==> src/design/cht_pkg.sv <==
// Shared types and codes for the chained hash table unit.
package cht_pkg;

	typedef enum logic [1:0] {
		CMD_INSERT = 2'd0,
		CMD_LOOKUP = 2'd1,
		CMD_REMOVE = 2'd2,
		CMD_UNUSED = 2'd3
	} cmd_t;

	typedef enum logic [2:0] {
		ST_INSERTED      = 3'd0,
		ST_UPDATED       = 3'd1,
		ST_FOUND         = 3'd2,
		ST_NOT_FOUND     = 3'd3,
		ST_REMOVED       = 3'd4,
		ST_REMOVE_MISSED = 3'd5,
		ST_BUCKET_FULL   = 3'd6
	} status_t;

	typedef enum logic [2:0] {
		S_CLEAR,
		S_IDLE,
		S_DIV,
		S_READ,
		S_WAIT,
		S_CHECK,
		S_DONE
	} state_t;

	localparam int KEY_BITS   = 31;
	localparam int COUNT_BITS = 10;
	localparam int BC_BITS    = 8;

	// Controller to datapath.
	typedef struct packed {
		logic clear;     // one slot of the post-reset clearing pass
		logic load;      // capture input beat, start division
		logic div_step;  // one restoring division step
		logic rd_start;  // start sweep of the bucket ways
		logic rd_step;   // advance way read address
		logic commit;    // apply decision, build result
	} cmd_bus_t;

	// Datapath to controller.
	typedef struct packed {
		logic clr_last;  // last slot being cleared
		logic div_last;
		logic rd_last;   // last way address issued
		logic chk_last;  // last way data arrived
	} stat_bus_t;

endpackage

==> src/design/cht_ctrl.sv <==
// Controller state machine of the hash table unit.
module cht_ctrl (
	input  logic              clk,
	input  logic              arst_n,
	input  logic              in_valid,
	output logic              in_ready,
	output logic              out_valid,
	input  logic              out_ready,
	output cht_pkg::cmd_bus_t cmd,
	input  cht_pkg::stat_bus_t stat
);

	cht_pkg::state_t state_q, state_d;

	always_ff @(posedge clk or negedge arst_n) begin
		if (!arst_n) begin
			state_q <= cht_pkg::S_CLEAR;
		end else begin
			state_q <= state_d;
		end
	end

	always_comb begin
		state_d   = state_q;
		cmd       = '0;
		in_ready  = 1'b0;
		out_valid = 1'b0;
		case (state_q)
			cht_pkg::S_CLEAR: begin
				cmd.clear = 1'b1;
				if (stat.clr_last) begin
					state_d = cht_pkg::S_IDLE;
				end
			end
			cht_pkg::S_IDLE: begin
				in_ready = 1'b1;
				if (in_valid) begin
					cmd.load = 1'b1;
					state_d  = cht_pkg::S_DIV;
				end
			end
			cht_pkg::S_DIV: begin
				cmd.div_step = 1'b1;
				if (stat.div_last) begin
					state_d = cht_pkg::S_READ;
				end
			end
			cht_pkg::S_READ: begin
				cmd.rd_start = 1'b1;
				state_d      = cht_pkg::S_WAIT;
			end
			cht_pkg::S_WAIT: begin
				cmd.rd_step = 1'b1;
				if (stat.chk_last) begin
					state_d = cht_pkg::S_CHECK;
				end
			end
			cht_pkg::S_CHECK: begin
				cmd.commit = 1'b1;
				state_d    = cht_pkg::S_DONE;
			end
			cht_pkg::S_DONE: begin
				out_valid = 1'b1;
				if (out_ready) begin
					state_d = cht_pkg::S_IDLE;
				end
			end
			default: state_d = cht_pkg::S_IDLE;
		endcase
	end

`ifndef NO_ASSERTIONS
	a_commit_then_done: assert property (@(posedge clk) disable iff (!arst_n)
		cmd.commit |=> out_valid)
		else $error("result not presented after commit");
	a_no_ready_busy: assert property (@(posedge clk) disable iff (!arst_n)
		out_valid |-> !in_ready)
		else $error("input accepted while result pending");
	a_load_idle: assert property (@(posedge clk) disable iff (!arst_n)
		cmd.load |=> !in_ready)
		else $error("ready after load");
`endif

endmodule

==> config.mk <==
export PLATFORM = sky130hd
export DESIGN_NAME = cht_ctrl
export DESIGN_NICKNAME = d
export VERILOG_FILES = /design/src/design/cht_pkg.sv /design/src/design/cht_ctrl.sv
export SDC_FILE = /design/constraint.sdc
export NUM_CORES = 1
export LEC_CHECK = 0
export ABC_AREA = 1
export BUFFER_PORTS_ARGS = -buffer_cell sky130_fd_sc_hd__buf_2
export CORE_ASPECT_RATIO = 1.1
export CORE_MARGIN = 8
export CORE_UTILIZATION = 23
export CTS_BUF_LIST = sky130_fd_sc_hd__clkbuf_8
export DETAILED_ROUTE_END_ITERATION = 8
export HOLD_SLACK_MARGIN = 0.08
export MAX_ROUTING_LAYER = met4
export SYNTH_ARGS = -nofsm -noshare
export SYNTH_HDL_FRONTEND = slang
export SYNTH_SLANG_ARGS = --single-unit
export TNS_END_PERCENT = 1
==> constraint.sdc <==
create_clock -name clk -period 2.25 [get_ports clk]
set_input_delay 0.1125 -clock clk [delete_from_list [all_inputs] [get_ports clk]]
set_output_delay 0.1125 -clock clk [all_outputs]
set_load 0.01 [all_outputs]
==> run metrics <==
status=complete, no violations; H-tree depth=1; pin count of the biggest net entering global routing=10; Fmax=0.647 GHz; Synth Warn #=0; critical path class=reg -> reg; multi-input logic area=203 sq um; die height=57.0 microns; Slew Viols, Final=0; post-synth net total=63; Num CTS Buffers=3; Post-Synthesis Cells=54; FF+latch area=75.1 sq um; pre-CTS setup slack=0.720 ns; Yosys top cell by area=dfrtp_1; Synth cell types=19; Worst-path clk slew=0.03 ns; CTS Root Cell=clkbuf_8; full die area=3040 sq um; initial antenna violation count=0; NumNets Final=82; WP buf/inv=2; Max clock buf depth=2; Pwr Density=1420 nW/um^2; Final Critical Period=1.54 ns; core area=1500 sq um; Final Instance Count excl. Fillers=89; setup ws final=0.705 ns; WL/cell=10.1 microns; LEAKAGE=0.332 nW; CP delay by family, top=flip-flops; Num Clock Sinks=3; vias in the first global route=365; mean area per synthesized cell=6.51 sq um; num ports=16; max FFs per register=3; Max-slew headroom=75.5%; placed cell count=84; CP Launch Type=flop; Yosys top cell area share=21.4%; Synth Register Bits=3; share of synthesized flip-flops with an asynchronous set or reset=100%; Initial Utilization=23.4%; port buffer count=14; clk_skew=0.00356 ns; Routability Congestion=0.782; top flop regs=state_q (3); synthesis-to-layout area growth=38.4%; Hold Vio Cnt, Final=0; HP Class=in -> async; DP HPWL=735 microns; first-pass GRT wire length=1580 microns; Peak VDD IR=0.000423 V; vias per std cell=4.16; CP arrival=1.64 ns; row cnt=15; Req. time, crit path=2.34 ns; grt ovf=0; Synth Flop Type=dfrtp_1; Mapped Area=352 sq um; clock insertion delay at the later pin of the skew report=0.21 ns; first-pass detailed-route iteration total=3; ANT cells=0; final worst-path cycle share=68.7%; Biggest register=state_q; crit path max fanout=9; Filler Cell Count=186; cts repair resizes=0; Residual DRC=0; via count=370; drt initial violations=5; Antenna Nets Post-Route=0; overall power=0.691 mW; critical path's slowest cell=dfrtp_1; number of setup violations in the final report=0; CTS tree=done; crit-path cells=clkinv_1, ha_1, nand2_2, nand3_1, o21ai_1, inv_1; max incr delay on CP=0.55 ns; Setup Fix Bufs, Post-CTS=0; layout cells sized above 1=43.1%; final setup TNS=0 ns; Fin Hold WS=0.246 ns; worst slew pin tran=0.367 ns; Die X=53.3 microns; # hold bufs at CTS=1; Detailed Route WL=903 microns; RSZ-0062 raised after global routing=false; register area share after synthesis=21.4%; max-capacitance violation count=0; Post-synth EDFFs=0; Total GRT Usage=6.69%; Area contributors post-synth=dfrtp_1 21%, inv_1 14%, nand3_2 11%; CP Capture Type=flop
==> kinds of logic after synthesis <==
kind of cell	after synthesis	synth area share, %
AND/OR/NAND/NOR	29	47.7
flip-flops	3	21.4
adder cells (fa/ha/maj)	1	3.56
AO/OA/AOI/OAI	4	6.41
buffers and inverters	17	21.0
==> synthesized netlist by cell type (2+ instances only) <==
master   instances
nor2_1           4
nor3_1           2
o21ai_1          2
inv_1           13
nor2_2           4
nand3_1          2
nand2_2          3
nand2_1          8
nand3_2          4
dfrtp_1          3
==> final cells by class <==
cell class	count	share of cell area, %
clock buffers	3	8.48
clock inverters	1	0.771
inverters	16	12.9
multi-input cells	34	41.6
flip-flops and latches	3	15.4
well taps	17	4.37
repair buffers	15	16.5
==> layout by cell type, fill, tap and decap left out <==
| master | count |
|---|---|
| inv_4 | 1 |
| clkbuf_8 | 3 |
| clkinv_1 | 1 |
| dfrtp_1 | 3 |
| nand4_2 | 1 |
| nand4_1 | 1 |
| buf_2 | 14 |
| nand3_2 | 4 |
| nand2_1 | 8 |
| inv_1 | 14 |
| nand3_1 | 2 |
| o21ai_0 | 1 |
| nor2_2 | 4 |
| inv_2 | 1 |
| nor2_1 | 4 |
| ha_1 | 1 |
| nand2_2 | 3 |
| o21bai_1 | 1 |
| nor3_1 | 2 |
| dlygate4sd3_1 | 1 |
| o21ai_1 | 2 |
==> routing by layer <==
| metal | routed length, microns | vias up | track usage (%) |
|---|---|---|---|
| li1 | - | 203 | - |
| met1 | 403 | 160 | 7.15 |
| met2 | 454 | 7 | 11.4 |
| met3 | 44 | 0 | 1.82 |
| met4 | 0 | 0 | 2.17 |
| met5 | 0 | - | - |
==> power breakdown <==
group          internal, mW  switching (mW)
registers            0.0802          0.0625
clock network         0.116          0.0315
logic                 0.157           0.244
total                 0.353           0.338
==> path summary, 6_finish.rpt <==
kind                       depth (start not counted)          to       start  slack, ns
max                                                6  state_q[0]  state_q[1]       0.71
min reg2reg                                        5  state_q[0]  state_q[0]       0.84
max in group asynchronous                          2  state_q[0]      arst_n       1.90
min                                                2  state_q[1]      arst_n       0.25
min in group clk                                   6  state_q[2]     stat[0]       0.35
max reg2reg                                        6  state_q[0]  state_q[1]       0.71
==> worst register-to-register path: stages (launching register included) <==
cell	delay, ns
dfrtp_1	0.55
clkinv_1	0.21
ha_1	0.34
nand2_2	0.08
nand3_1	0.07
o21ai_1	0.13
inv_1	0.05
==> through the flow <==
| stage | util (%) | area, sq um |
|---|---|---|
| floorplan | - | 352 |
| global placement | 28.7 | 432 |
| detailed placement | 28.7 | 432 |
| CTS | 32.4 | 487 |
| global route | 32.4 | 487 |
| finish | 32.4 | 487 |
(Power assumes the default switching activity.)
